## config.mk

```make
export PLATFORM = sky130hd
export DESIGN_NAME = flight_event_window_detector_flat
export DESIGN_NICKNAME = d
export VERILOG_FILES = /design/src/sv/fewd_pkg.sv /design/src/sv/fewd_if.sv /design/src/sv/fewd_div.sv /design/src/sv/flight_event_window_detector.sv /design/src/flat_wrapper.sv
export VERILOG_INCLUDE_DIRS = /design/src /design/src/sv
export SDC_FILE = /design/constraint.sdc
export NUM_CORES = 2
export LEC_CHECK = 0
export ABC_AREA = 1
export BUFFER_PORTS_ARGS = -buffer_cell sky130_fd_sc_hd__buf_2
export CAP_MARGIN = 15
export CORE_MARGIN = 10
export CORE_UTILIZATION = 45
export CTS_CLUSTER_DIAMETER = 80
export DETAILED_ROUTE_END_ITERATION = 6
export HOLD_SLACK_MARGIN = 0.05
export PLACE_DENSITY = 0.64
export SLEW_MARGIN = 5
export SYNTH_ARGS = -nofsm -noshare
export SYNTH_HDL_FRONTEND = slang
export SYNTH_SLANG_ARGS = --single-unit
```

## constraint.sdc

```tcl
create_clock -name clk -period 7.8 [get_ports clk]
set_input_delay 0.39 -clock clk [delete_from_list [all_inputs] [get_ports clk]]
set_output_delay 0.39 -clock clk [all_outputs]
set_load 0.03 [all_outputs]
```

## src/sv/flight_event_window_detector_macros.svh

```systemverilog
// assertion macros used by the detector module
`ifndef FLIGHT_EVENT_WINDOW_DETECTOR_MACROS_SVH
`define FLIGHT_EVENT_WINDOW_DETECTOR_MACROS_SVH

// property that must hold every cycle out of reset
`define FEWD_ASSERT(lbl, clk, rst_n, prop, msg) \
  lbl: assert property (@(posedge clk) disable iff (!rst_n) (prop)) else $error(msg);

// implication whose consequent is checked in the next cycle
`define FEWD_ASSERT_NEXT(lbl, clk, rst_n, ante, cons, msg) \
  lbl: assert property (@(posedge clk) disable iff (!rst_n) (ante) |=> (cons)) else $error(msg);

`endif

```

## src/sv/fewd_pkg.sv

```systemverilog
// ----------------------------------------------------------------------------
// fewd_pkg
// shared constants and types of the flight event window detector
// ----------------------------------------------------------------------------
package fewd_pkg;

  // configuration register indexes
  localparam logic [2:0] REG_RANGE_CHECK = 3'd0;
  localparam logic [2:0] REG_EVENT_MODE  = 3'd1;
  localparam logic [2:0] REG_VALID_LIMIT = 3'd2;
  localparam logic [2:0] REG_DROGUE      = 3'd3;
  localparam logic [2:0] REG_MAIN        = 3'd4;
  localparam logic [2:0] REG_DROP        = 3'd5;

  // event modes
  localparam logic [1:0] MODE_PHASES   = 2'd0;
  localparam logic [1:0] MODE_MECO_NEG = 2'd1;
  localparam logic [1:0] MODE_MECO_DROP = 2'd2;

  localparam logic [30:0] VALID_LIMIT_RST = 31'd131072000;
  localparam logic [30:0] DROGUE_RST      = 31'd54067200;
  localparam logic [30:0] MAIN_RST        = 31'd63897600;
  localparam logic signed [31:0] DROP_RST = -32'sd16220;

  typedef struct packed {
    logic        event_detected;
    logic [1:0]  flight_phase;
    logic [31:0] combined_mean;
    logic [31:0] latest_slope;
    logic        windows_full;
  } fewd_result_t;

  typedef struct packed {
    logic [31:0] first_sample;
    logic        first_invalid;
    logic [31:0] second_sample;
    logic        second_invalid;
  } fewd_item_t;

endpackage

```

## src/sv/fewd_if.sv

```systemverilog
// ----------------------------------------------------------------------------
// fewd_if
// valid/ready channel carrying one payload word
// ----------------------------------------------------------------------------
interface fewd_if #(
  parameter type T = logic
);
  logic valid;
  logic ready;
  T     data;
  modport source (output valid, output data, input ready);
  modport sink (input valid, input data, output ready);
endinterface

```

## src/sv/fewd_div.sv

```systemverilog
// ----------------------------------------------------------------------------
// fewd_div
// signed restoring divider, one quotient bit a cycle, truncates toward zero
// ----------------------------------------------------------------------------
module fewd_div
  import fewd_pkg::*;
(
  input  logic               clk,
  input  logic               rst_n,
  input  logic               start,
  input  logic signed [39:0] num,
  input  logic [5:0]         den,
  output logic               done,
  output logic signed [39:0] quo
);

  logic [39:0] rem_r, rem_nxt, q_r, q_nxt;
  logic        neg_r, neg_nxt, busy_r, busy_nxt, done_r, done_nxt;
  logic [5:0]  cnt_r, cnt_nxt;
  logic [40:0] trial;
  logic [39:0] mag;

  // magnitude of the dividend
  assign mag = num[39] ? 40'(-num) : 40'(num);
  assign trial = {rem_r, q_r[39]} - {35'd0, den};

  always_comb begin
    rem_nxt = rem_r; q_nxt = q_r; neg_nxt = neg_r;
    busy_nxt = busy_r; cnt_nxt = cnt_r; done_nxt = 1'b0;
    if (start) begin
      rem_nxt = '0; q_nxt = mag; neg_nxt = num[39];
      busy_nxt = 1'b1; cnt_nxt = 6'd40;
    end else if (busy_r) begin
      // one shift-subtract step
      if (!trial[40]) begin
        rem_nxt = trial[39:0];
        q_nxt = {q_r[38:0], 1'b1};
      end else begin
        rem_nxt = {rem_r[38:0], q_r[39]};
        q_nxt = {q_r[38:0], 1'b0};
      end
      cnt_nxt = cnt_r - 6'd1;
      if (cnt_r == 6'd1) begin
        busy_nxt = 1'b0; done_nxt = 1'b1;
      end
    end
  end

  always_ff @(posedge clk) begin
    rem_r <= rem_nxt; q_r <= q_nxt; neg_r <= neg_nxt; cnt_r <= cnt_nxt;
    if (!rst_n) begin
      busy_r <= 1'b0; done_r <= 1'b0;
    end else begin
      busy_r <= busy_nxt; done_r <= done_nxt;
    end
  end

  assign done = done_r;
  assign quo = neg_r ? 40'(-q_r) : q_r;

endmodule

```

## src/sv/flight_event_window_detector.sv

```systemverilog
// ----------------------------------------------------------------------------
// flight_event_window_detector
// windowed two-sensor averaging with slope and 80% vote event detection
// ----------------------------------------------------------------------------
// channel  dir  payload
// in_      in   first/second sample (Q15.16) and invalid flags
// out_     out  event flag, phase, combined mean, latest slope, full flag
// cfg_     in   write enable, register index, 32-bit write data
//
// the time one word takes grows with the window fill and with result stalls:
// window sums step one entry a cycle through a shared adder, up to five
// divisions share one bit-serial divider, and halving the mean sum is a shift.
// synchronous active-low reset clears the counters and phase and loads the
// configuration defaults. ready is low from acceptance until the result word
// is taken; a stalled result holds.
`include "flight_event_window_detector_macros.svh"
module flight_event_window_detector
  import fewd_pkg::*;
#(
  parameter int WINDOW = 5
) (
  input  logic        clk,
  input  logic        rst_n,
  fewd_if.sink        in_ch,
  fewd_if.source      out_ch,
  input  logic        cfg_we,
  input  logic [2:0]  cfg_index,
  input  logic [31:0] cfg_wdata
);

  localparam int AW = (WINDOW > 1) ? $clog2(WINDOW) : 1;
  localparam int CW = $clog2(WINDOW + 1);
  localparam int VOTE = (WINDOW * 4 + 4) / 5;

  // states
  localparam logic [3:0] S_IDLE = 4'd0, S_SUMA = 4'd1, S_DIVA = 4'd2,
    S_SUMB = 4'd3, S_DIVB = 4'd4, S_WRS = 4'd5, S_SUM1 = 4'd6, S_DIV1 = 4'd7,
    S_SUM2 = 4'd8, S_DIV2 = 4'd9, S_SLP = 4'd11,
    S_DIVS = 4'd12, S_VOTE = 4'd13, S_OUT = 4'd14;

  // configuration
  logic        range_r;
  logic [1:0]  mode_r;
  logic [30:0] limit_r, drogue_r, main_r;
  logic signed [31:0] drop_r;

  always_ff @(posedge clk) begin
    if (!rst_n) begin
      range_r <= 1'b1; mode_r <= MODE_PHASES; limit_r <= VALID_LIMIT_RST;
      drogue_r <= DROGUE_RST; main_r <= MAIN_RST; drop_r <= DROP_RST;
    end else if (cfg_we) begin
      case (cfg_index)
        REG_RANGE_CHECK: range_r <= cfg_wdata[0];
        REG_EVENT_MODE:  mode_r <= cfg_wdata[1:0];
        REG_VALID_LIMIT: limit_r <= cfg_wdata[30:0];
        REG_DROGUE:      drogue_r <= cfg_wdata[30:0];
        REG_MAIN:        main_r <= cfg_wdata[30:0];
        REG_DROP:        drop_r <= cfg_wdata;
        default: ;
      endcase
    end
  end

  // window memories
  logic signed [31:0] win1 [WINDOW];
  logic signed [31:0] win2 [WINDOW];
  logic signed [31:0] winm [WINDOW];
  logic signed [31:0] wins [WINDOW];

  logic [3:0]  st_r, st_nxt;
  logic [AW-1:0] pos_r, spos_r, idx_r;
  logic [CW-1:0] fill_r, sfill_r, cnt_r;
  logic [1:0]  phase_r;
  logic [CW-1:0] votes_r;
  fewd_item_t  item_r;
  logic signed [39:0] acc_r;
  logic signed [31:0] a_r, b_r, m1_r, m2_r, cm_r, latest_r;
  logic        adv_r, full_r;
  fewd_result_t res_r;

  // shared divider
  logic               dv_start;
  logic signed [39:0] dv_num;
  logic [5:0]         dv_den;
  logic               dv_done;
  logic signed [39:0] dv_quo;

  fewd_div u_div (
    .clk(clk), .rst_n(rst_n), .start(dv_start), .num(dv_num), .den(dv_den),
    .done(dv_done), .quo(dv_quo)
  );

  // average of both window means, halved toward zero
  logic signed [32:0] msum;
  logic signed [31:0] cm_half;
  assign msum = 33'(m1_r) + 33'(signed'(dv_quo[31:0]));
  assign cm_half = 32'((msum + $signed({32'd0, msum[32]})) >>> 1);

  logic [CW-1:0] fill_inc;
  assign fill_inc = (fill_r < CW'(WINDOW)) ? fill_r + CW'(1) : fill_r;

  // bad sample tests
  function automatic logic is_bad(logic signed [31:0] s, logic inv,
                                  logic rc, logic [30:0] lim);
    return inv || (rc && ((s <= 0) || (s >= $signed({1'b0, lim}))));
  endfunction

  logic bad1, bad2;
  assign bad1 = is_bad(item_r.first_sample, item_r.first_invalid, range_r, limit_r);
  assign bad2 = is_bad(item_r.second_sample, item_r.second_invalid, range_r, limit_r);

  logic last_idx;
  logic [CW-1:0] sum_n;
  assign last_idx = (CW'(idx_r) + CW'(1) >= sum_n);

  // vote element selection
  logic signed [31:0] vm, vs;
  logic hit;
  logic slope_on;
  assign vm = winm[idx_r];
  assign vs = wins[idx_r];
  assign slope_on = !(mode_r == MODE_MECO_NEG && phase_r == 2'd0);
  always_comb begin
    hit = 1'b0;
    case (mode_r)
      MODE_PHASES: begin
        case (phase_r)
          2'd0: hit = vs > 0;
          2'd1: hit = 33'(signed'(vm)) > $signed({2'b0, drogue_r});
          2'd2: hit = 33'(signed'(vm)) > $signed({2'b0, main_r});
          default: hit = 1'b0;
        endcase
      end
      MODE_MECO_NEG: hit = vm < 0;
      MODE_MECO_DROP: hit = vs < drop_r;
      default: hit = 1'b0;
    endcase
  end
  logic vote_ok;
  always_comb begin
    vote_ok = 1'b0;
    case (mode_r)
      MODE_PHASES: begin
        case (phase_r)
          2'd0: vote_ok = sfill_r == CW'(WINDOW);
          2'd1, 2'd2: vote_ok = fill_r == CW'(WINDOW);
          default: vote_ok = 1'b0;
        endcase
      end
      MODE_MECO_NEG: vote_ok = phase_r == 2'd0 && fill_r == CW'(WINDOW);
      MODE_MECO_DROP: vote_ok = phase_r == 2'd0 && sfill_r == CW'(WINDOW);
      default: vote_ok = 1'b0;
    endcase
  end

  always_comb begin
    sum_n = fill_r;
    if (st_r == S_SUM1 || st_r == S_SUM2) sum_n = fill_r;
  end

  // sequencer
  logic [AW-1:0] posn;
  assign posn = (pos_r == AW'(WINDOW - 1)) ? '0 : pos_r + AW'(1);
  logic signed [31:0] sum_el;
  always_comb begin
    case (st_r)
      S_SUMA, S_SUM1: sum_el = win1[idx_r];
      default: sum_el = win2[idx_r];
    endcase
  end

  always_comb begin
    st_nxt = st_r; dv_start = 1'b0; dv_num = acc_r; dv_den = 6'(fill_r);
    case (st_r)
      S_IDLE: if (in_ch.valid) st_nxt = S_SUMA;
      S_SUMA: if (!bad1 || fill_r == '0) st_nxt = S_SUMB;
              else if (last_idx) begin st_nxt = S_DIVA; end
      S_DIVA: if (dv_done) st_nxt = S_SUMB;
      S_SUMB: if (!bad2 || fill_r == '0) st_nxt = S_WRS;
              else if (last_idx) st_nxt = S_DIVB;
      S_DIVB: if (dv_done) st_nxt = S_WRS;
      S_WRS:  st_nxt = S_SUM1;
      S_SUM1: if (last_idx) st_nxt = S_DIV1;
      S_DIV1: if (dv_done) st_nxt = S_SUM2;
      S_SUM2: if (last_idx) st_nxt = S_DIV2;
      S_DIV2: if (dv_done) st_nxt = S_SLP;
      S_SLP:  st_nxt = (fill_r == CW'(WINDOW) && slope_on) ? S_DIVS : S_VOTE;
      S_DIVS: if (dv_done) st_nxt = S_VOTE;
      S_VOTE: if (!vote_ok || last_idx) st_nxt = S_OUT;
      S_OUT:  if (out_ch.ready) st_nxt = S_IDLE;
      default: st_nxt = S_IDLE;
    endcase
    // divider launch on entry to a division state
    if ((st_r == S_SUMA || st_r == S_SUMB || st_r == S_SUM1 || st_r == S_SUM2)
        && (st_nxt == S_DIVA || st_nxt == S_DIVB || st_nxt == S_DIV1
            || st_nxt == S_DIV2)) begin
      dv_start = 1'b1; dv_num = acc_r + 40'(sum_el);
    end
    // slope launch, the fill count equals the window length here
    if (st_r == S_SLP && st_nxt == S_DIVS) begin
      dv_start = 1'b1;
      dv_num = 40'(cm_r) - 40'(winm[posn]);
    end
  end

  always_ff @(posedge clk) begin
    if (!rst_n) begin
      st_r <= S_IDLE; pos_r <= '0; spos_r <= '0; fill_r <= '0; sfill_r <= '0;
      phase_r <= 2'd0; idx_r <= '0;
    end else begin
      st_r <= st_nxt;
      case (st_r)
        S_IDLE: if (in_ch.valid) begin
          item_r <= in_ch.data; idx_r <= '0; acc_r <= '0;
        end
        S_SUMA: begin
          a_r <= (bad1 && fill_r == '0) ? '0 : item_r.first_sample;
          if (bad1 && fill_r != '0) begin
            acc_r <= last_idx ? '0 : acc_r + 40'(sum_el);
            idx_r <= last_idx ? '0 : idx_r + AW'(1);
          end
        end
        S_DIVA: if (dv_done) a_r <= dv_quo[31:0];
        S_SUMB: begin
          b_r <= (bad2 && fill_r == '0) ? '0 : item_r.second_sample;
          if (bad2 && fill_r != '0) begin
            acc_r <= last_idx ? '0 : acc_r + 40'(sum_el);
            idx_r <= last_idx ? '0 : idx_r + AW'(1);
          end
        end
        S_DIVB: if (dv_done) b_r <= dv_quo[31:0];
        S_WRS: begin
          win1[pos_r] <= a_r; win2[pos_r] <= b_r; fill_r <= fill_inc;
          acc_r <= '0; idx_r <= '0;
        end
        S_SUM1, S_SUM2: begin
          acc_r <= last_idx ? '0 : acc_r + 40'(sum_el);
          idx_r <= last_idx ? '0 : idx_r + AW'(1);
        end
        S_DIV1: if (dv_done) m1_r <= dv_quo[31:0];
        S_DIV2: if (dv_done) begin
          cm_r <= cm_half; winm[pos_r] <= cm_half;
        end
        S_SLP: begin
          pos_r <= posn; full_r <= fill_r == CW'(WINDOW);
          votes_r <= '0; idx_r <= '0;
        end
        S_DIVS: if (dv_done) begin
          wins[spos_r] <= dv_quo[31:0];
          spos_r <= (spos_r == AW'(WINDOW - 1)) ? '0 : spos_r + AW'(1);
          if (sfill_r < CW'(WINDOW)) sfill_r <= sfill_r + CW'(1);
        end
        S_VOTE: begin
          if (vote_ok) begin
            votes_r <= votes_r + CW'(hit);
            idx_r <= last_idx ? '0 : idx_r + AW'(1);
          end
          if (!vote_ok || last_idx) begin
            adv_r <= vote_ok && (CW'(votes_r + CW'(hit)) >= CW'(VOTE));
            if (vote_ok && (votes_r + CW'(hit) >= CW'(VOTE)))
              phase_r <= phase_r + 2'd1;
            latest_r <= (sfill_r != '0)
              ? wins[(spos_r == '0) ? AW'(WINDOW - 1) : spos_r - AW'(1)] : '0;
          end
        end
        default: ;
      endcase
    end
  end

  assign cnt_r = sfill_r;
  assign res_r = '{event_detected: adv_r, flight_phase: phase_r,
                   combined_mean: cm_r, latest_slope: latest_r,
                   windows_full: full_r};

  assign in_ch.ready  = (st_r == S_IDLE);
  assign out_ch.valid = (st_r == S_OUT);
  assign out_ch.data  = res_r;

  `FEWD_ASSERT(a_fill_bound, clk, rst_n, fill_r <= CW'(WINDOW), "fill over window")
  `FEWD_ASSERT(a_sfill_le, clk, rst_n, cnt_r <= fill_r, "slope fill over mean fill")
  `FEWD_ASSERT(a_excl, clk, rst_n, !(in_ch.ready && out_ch.valid), "accept while result pending")
  `FEWD_ASSERT_NEXT(a_hold, clk, rst_n, out_ch.valid && !out_ch.ready,
    out_ch.valid && $stable(out_ch.data), "result dropped while stalled")

endmodule

```

## src/flat_wrapper.sv

```systemverilog
// flat-port wrapper written by rule: the top's interface ports become plain ports
module flight_event_window_detector_flat import fewd_pkg::*;
#(
  parameter int WINDOW = 5
)
  (clk, rst_n, cfg_we, cfg_index, cfg_wdata, in_ch_valid, in_ch_data, in_ch_ready, out_ch_valid, out_ch_data, out_ch_ready);
  fewd_if #(.T(fewd_item_t)) in_ch_i ();
  fewd_if #(.T(fewd_result_t)) out_ch_i ();
  input  logic clk;
  input  logic rst_n;
  input  logic cfg_we;
  input  logic [2:0] cfg_index;
  input  logic [31:0] cfg_wdata;
  input wire logic [$bits(in_ch_i.valid)-1:0] in_ch_valid;
  input wire logic [$bits(in_ch_i.data)-1:0] in_ch_data;
  output wire logic [$bits(in_ch_i.ready)-1:0] in_ch_ready;
  output wire logic [$bits(out_ch_i.valid)-1:0] out_ch_valid;
  output wire logic [$bits(out_ch_i.data)-1:0] out_ch_data;
  input wire logic [$bits(out_ch_i.ready)-1:0] out_ch_ready;
  assign in_ch_i.valid = in_ch_valid;
  assign in_ch_i.data = in_ch_data;
  assign in_ch_ready = in_ch_i.ready;
  assign out_ch_valid = out_ch_i.valid;
  assign out_ch_data = out_ch_i.data;
  assign out_ch_i.ready = out_ch_ready;
  flight_event_window_detector #(.WINDOW(WINDOW)) u_core (.clk(clk), .rst_n(rst_n), .in_ch(in_ch_i), .out_ch(out_ch_i), .cfg_we(cfg_we), .cfg_index(cfg_index), .cfg_wdata(cfg_wdata));
endmodule
```

After elaboration in Yosys (flattened, before gate mapping)

Memory sizes are Yosys's and may differ from the RTL's. A register that Yosys moved wholly into a read port is not among the register bits.
Index checks and enable logic that the tools add are counted.

Bits in registers: 477
Bits in writable memories: 640
Output and inout port bits: 70
Logic and storage cells: 249
Memories kept: 4

Memories:

| name        | words | bits a word | rd ports | clocked after memory_dff | write ports | RTL line                           | source |
|---|---|---|---|---|---|---|---|
| u_core.win1 | 5     | 32          | 1        | 1                        | 1           | flight_event_window_detector.sv:65 | `logic signed [31:0] win1 [WINDOW];` |
| u_core.win2 | 5     | 32          | 1        | 1                        | 1           | flight_event_window_detector.sv:66 | `logic signed [31:0] win2 [WINDOW];` |
| u_core.winm | 5     | 32          | 2        | 1                        | 1           | flight_event_window_detector.sv:67 | `logic signed [31:0] winm [WINDOW];` |
| u_core.wins | 5     | 32          | 2        | 2                        | 1           | flight_event_window_detector.sv:68 | `logic signed [31:0] wins [WINDOW];` |

Add/sub/neg operators: 17
Order comparisons: 13
Eq/ne operators: 38
Muxes and demuxes: 74
Bitwise gates (word level): 2
Reductions and logical operators: 70

Operators with widths:

| operator            | count |
|---|---|
| $mux 40             | 10 |
| $pmux 40 s5         | 1 |
| $mux 32             | 5 |
| $pmux 32 s2         | 2 |
| $ge 32x32->1        | 2 |
| $gt 32x32->1        | 2 |
| $le 32x1->1 const B | 2 |
| $mux 4              | 14 |
| $pmux 4 s14         | 1 |
| $mux 3              | 17 |
| $sub 41x3->41       | 1 |
| $add 40x32->40      | 1 |
| $add 40x40->40      | 1 |
| $neg 40->40         | 1 |
| $add 32x32->33      | 1 |
| $add 33x2->33       | 1 |
| $sub 32x32->33      | 1 |
| $eq 4x4->1 const B  | 8 |
| $gt 32x1->1 const B | 1 |
| $lt 32x1->1 const B | 1 |
| $lt 32x32->1        | 1 |
| $neg 32->32         | 1 |
| $reduce_and 3->1    | 9 |
| $eq 4x3->1 const B  | 6 |
| 38 further kinds    | 124 |

Depth between registers and ports, before layout

Word-level depth: 18
Gate-level depth with buffers: 43
Depth with buffers taken out: 43

Modules after synthesis

Synthesis repeated with hierarchy kept, for this count alone.

Cell total of the unflattened synthesis: 6770
Area total of the unflattened synthesis: 61634.1 µm²

Modules (own cells, without submodules):

| module                       | instances | cells an instance | area each (µm²) | sequential area each (µm²) |
|---|---|---|---|---|
| flight_event_window_detector | 1         | 5543              | 54167.0         | 30399.2 |
| fewd_div                     | 1         | 1227              | 7467.2          | 2192.1 |

Least setup slack after synthesis

OpenSTA, ideal clock, no wires.

Path type: reg-to-reg
Start point: register u_core.u_div.q_r[0]
End point: register u_core.cm_r[31], data pin
Library setup time: 208 ps
Data arrival time: 6788 ps
Data required time: 7592 ps
Path slack: 804 ps
Stages on the path, launching flop included: 44
Clock period less this slack: 6996 ps
Path through: edfxtp_1 inv_1 ha_1 inv_1 nor3_1 inv_1 nor3_1 inv_1 nor3_1 nand3_1 nor3_1 nand3_1 nor3_1 nand3_1 nor3_1 inv_1 nor3_1 nand2_1 [... 8 more ...] or3_1 nand2_1 xor2_1 nand2_1 inv_1 ha_1 inv_1 nor3_1 nand3_1 nor3_1 nand4_1 nor4_2 nand4_1 nor3_2 nand3_1 nor2_1 nand2_1 xnor2_1

Word-level cells in the longest chain between the ends: 4

Ends and longest elaborated chain:

| element                  | RTL line                            | source |
|---|---|---|
| start: declaration       | fewd_div.sv:17                      | `logic [39:0] rem_r, rem_nxt, q_r, q_nxt;` |
| start signal: assignment | fewd_div.sv:50                      | `rem_r <= rem_nxt; q_r <= q_nxt; neg_r <= neg_nxt; cnt_r <= cnt_nxt;` |
| $neg 32->32              | fewd_div.sv:59                      | `assign quo = neg_r ? 40'(-q_r) : q_r;` |
| $mux 32                  | fewd_div.sv:59                      |  |
| net u_core.dv_quo[28]    | flight_event_window_detector.sv:86  | `logic signed [39:0] dv_quo;` |
| $add 32x32->33           | flight_event_window_detector.sv:96  | `assign msum = 33'(m1_r) + 33'(signed'(dv_quo[31:0]));` |
| $add 33x2->33            | flight_event_window_detector.sv:97  | `assign cm_half = 32'((msum + $signed({32'd0, msum[32]})) >>> 1);` |
| net u_core.cm_half[31]   | flight_event_window_detector.sv:95  | `logic signed [31:0] cm_half;` |
| end signal: assignment   | flight_event_window_detector.sv:242 | `cm_r <= cm_half; winm[pos_r] <= cm_half;` |
| end: declaration         | flight_event_window_detector.sv:77  | `logic signed [31:0] a_r, b_r, m1_r, m2_r, cm_r, latest_r;` |

The timed path passes the listed nets, and every way through them passes these cells.
A chain may end at the register's enable or synchronous reset.

Worst setup path in the final report

Ends and elaborated chain as after synthesis.

==> impl_metrics.yaml <==
timing:
  tightest_slew_ns: 1.26
  max_slew_margin_pct: 15.3
  min_period_over_period_pct: 96.9
  grt_setup_unrepaired: "true"
  finalSetupViolCount: 0
  finalMaxSlewViolations: 0
  max_freq_mhz: 132
  fin_crit_ns: 7.56
  whs_ns: 0.116
  clock_skew_ns: 0.0336
  hold_violations: 0
grt:
  grt_pass1_wl_mm: 308
  grt_pass1_vias: 46400
  grt_max_degree: 105
  grt_remaining_overflow: 0
  grtUsageTotal_pct: 27.8
  antenna_found_initial: 6
die:
  io_pins: 176
  die-area_sq_um: 148000
  rows: 133
  core_area_sq_um: 132000
  die_w_um: 385
  dieHeight_um: 385
  start_util_pct: 45.5
drt:
  first_pass_iters: 7
  wl_mm: 213
  ant_nets: 0
  drc: 2
  avgRoutedWirePerCell_um: 25.0
  viasPerCell: 5.81
  num_vias: 49600
  first_iter_violations: 5646
critical_path:
  timing.rr.start: "u_core.u_div.q_r[0]$_DFFE_PP_"
  reg2regPathDepth: 44
  crit_arrival_ns: 8.12
  critPathKind: "flop to flop"
  worstSetupEndpointType: "flop"
  cp.required_ns: 8.36
  slowest_stage: "edfxtp_1"
  endpoint: "u_core.cm_r[31]$_DFFE_PP_"
  reg2reg_setup_slack_ns: 0.24
  worstSetupStartpoint: "u_core.u_div.q_r[0]$_DFFE_PP_"
  max_stage_delay_ns: 0.40
  r2r_end: "u_core.cm_r[31]$_DFFE_PP_"
  crit_path_frequent_cell: "nor3_2"
  startpoint_type: "flop"
  critPathMaxFanout: 6
status:
  outcome: "complete, but fails checks"
  violations: "DRC"
placed_design:
  dp_hpwl_mm: 154
  io_buffers: 175
  routabilityCongestion: 1.01
  placedInstanceArea_sq_um: 63500
final_layout:
  final_core_util_pct: 52.3
  drive_gt1_share_pct: 11.0
  final_area_sq_um: 69000
  fillers: 11800
  syn_to_final_growth_pct: 15.0
  nets: 7073
  multi_input_area_sq_um: 24100
  seq_area_sq_um: 32600
logic_synthesis:
  ys_seq_area_share_pct: 54.3
  yosysMostFrequentCell: "edfxtp_1"
  synthTopCellsByArea: "edfxtp_1 48%, dfxtp_1 6.7%, ha_1 6.1%, o21ai_0 5.8%, nand2_1 5.1%"
  synth_edf_count: 952
  netlist_area_sq_um: 60000
  synth_cell_type_count: 69
  syn-instance-count: 6375
  synthArstFlopShare_pct: 0
  avgSynthCellArea_sq_um: 9.42
  ys_top_cells_by_count: "952 x edfxtp_1, 814 x nand2_1, 738 x nor2_1, 695 x o21ai_0, 687 x inv_1"
  synth_nets: 6777
  yosysWarnings: 0
  yosysTopAreaCell: "edfxtp_1"
  ys.flop_type: "edfxtp_1"
  synth.top_cell.area_share_pct: 47.6
  synth_seq_cells: 1152
worst_hold_path:
  hp-class: "input port to flop"
  hold_start: "cfg_index[1]"
power:
  power.total_uw: 25600
  ir_drop_mv: 0.247
  power_density_nw_per_um2: 371
  p_leak_uw: 0.0269
clock_network:
  cts_sinks: 1152
  h-tree-depth: 3
  cts_inserted_buffers: 118
  clk_latency_ns: 0.78
  clock_path_buffers: 3
  cts_tree: "done"
  clockRootBuffer: "clkbuf_16"
  clk_pin_slew_ns: 0.07
job:
  maxCapViolCount: 0
==> critical path, delay by kind of cell, from the launching register on <==
family,cells,cell delay [ns]
AOI/OAI and AO/OA,1,0.27
DFF,1,0.40
adders and majority gates,3,0.56
buffers and inverters,9,0.77
and+or+nand+nor,28,4.62
xor gates and xnor gates,3,0.69
==> cell type report <==
| class | count | area share, % |
|---|---|---|
| tap | 1755 | 3.18 |
| timing repair buffer | 456 | 4.83 |
| sequential | 1152 | 47.2 |
| antenna | 3 | 0.0109 |
| clock buffer | 135 | 4.43 |
| multi-input combinational | 4229 | 34.9 |
| inverter | 714 | 3.90 |
| clock inverter | 86 | 1.51 |
==> registers in the layout, indices dropped and copies added (netlist names), 32 cells and up, named ones only <==
register            count
u_core.win1           160
u_core.win2           160
u_core.winm           160
u_core.wins           160
u_core.item_r          66
u_core.acc_r           40
u_core.u_div.q_r       40
u_core.u_div.rem_r     40
u_core.a_r             32
u_core.b_r             32
u_core.cm_r            32
u_core.drop_r          32
u_core.latest_r        32
u_core.m1_r            32
==> per-stage QoR <==
stage | TNS (ns) | worst slack [ns] | instances
floorplan | 0 | 0.804 | 6375
global placement | -4.74 | -0.220 | 8192
detailed placement | -4.46 | -0.281 | 8192
CTS | 0 | 0.00131 | 8517
global route | -2.60 | -0.146 | 8527
finish | 0 | 0.242 | 8530
==> cells by family after synthesis <==
| logic type | after synthesis | synth area share, % |
|---|---|---|
| simple gates | 2072 | 14.7 |
| compound gates | 1666 | 15.6 |
| flops | 1152 | 54.3 |
| buf+inv | 994 | 6.35 |
| fa+ha+maj | 296 | 6.22 |
| xor+xnor | 178 | 2.60 |
| mux | 17 | 0.283 |
==> what timing repair did <==
| item | in CTS | in global routing |
|---|---|---|
| buffers inserted | 0 | 10 |
| cloned | 0 | 0 |
| hold buffers | 104 | 0 |
| endpoints found under the hold margin | 176 | 0 |
| pin swaps | 1 | 38 |
| setup endpoints to repair | 42 | 60 |
| gates resized for setup | 7 | 47 |
==> per-layer routing <==
layer	global-route usage (%)	up-vias	share of wire, %
li1	-	22900	-
met1	38.3	23800	41
met2	42.3	2506	44
met3	6.52	413	11
met4	11.2	4	4.5
met5	0	-	0.013
==> report_power, final <==
part           leakage (uW)  internal (uW)  switching [uW]
clock               0.00200           3460            2520
sequential           0.0103           8170             484
combinational        0.0147           3130            7860
==> how the worst min path moves through the flow <==
stage                                                 end  cells after the start
after floorplan             u_core.drop_r[0]$_SDFFE_PN0P_                      2
after global placement    u_core.drogue_r[8]$_SDFFE_PN0P_                      2
after detailed placement    u_core.drop_r[0]$_SDFFE_PN0P_                      2
after CTS                  u_core.main_r[19]$_SDFFE_PN1P_                      3
after global routing       u_core.main_r[17]$_SDFFE_PN1P_                      3
final                      u_core.main_r[19]$_SDFFE_PN1P_                      3
==> placed cells by master, fill, tap and decap left out, types with 130 or more instances in the layout <==
cell type  netlist  layout
buf_2           11     174
a21oi_1        501     501
o211ai_1       130     130
nor2_1         738     719
o21ai_0        695     693
nand2_1        814     807
nand3_1        276     274
buf_4            9     170
dfxtp_1        200     197
ha_1           292     288
edfxtp_1       952     952
inv_1          687     679
No activity file was read; power rests on OpenSTA's default activity.
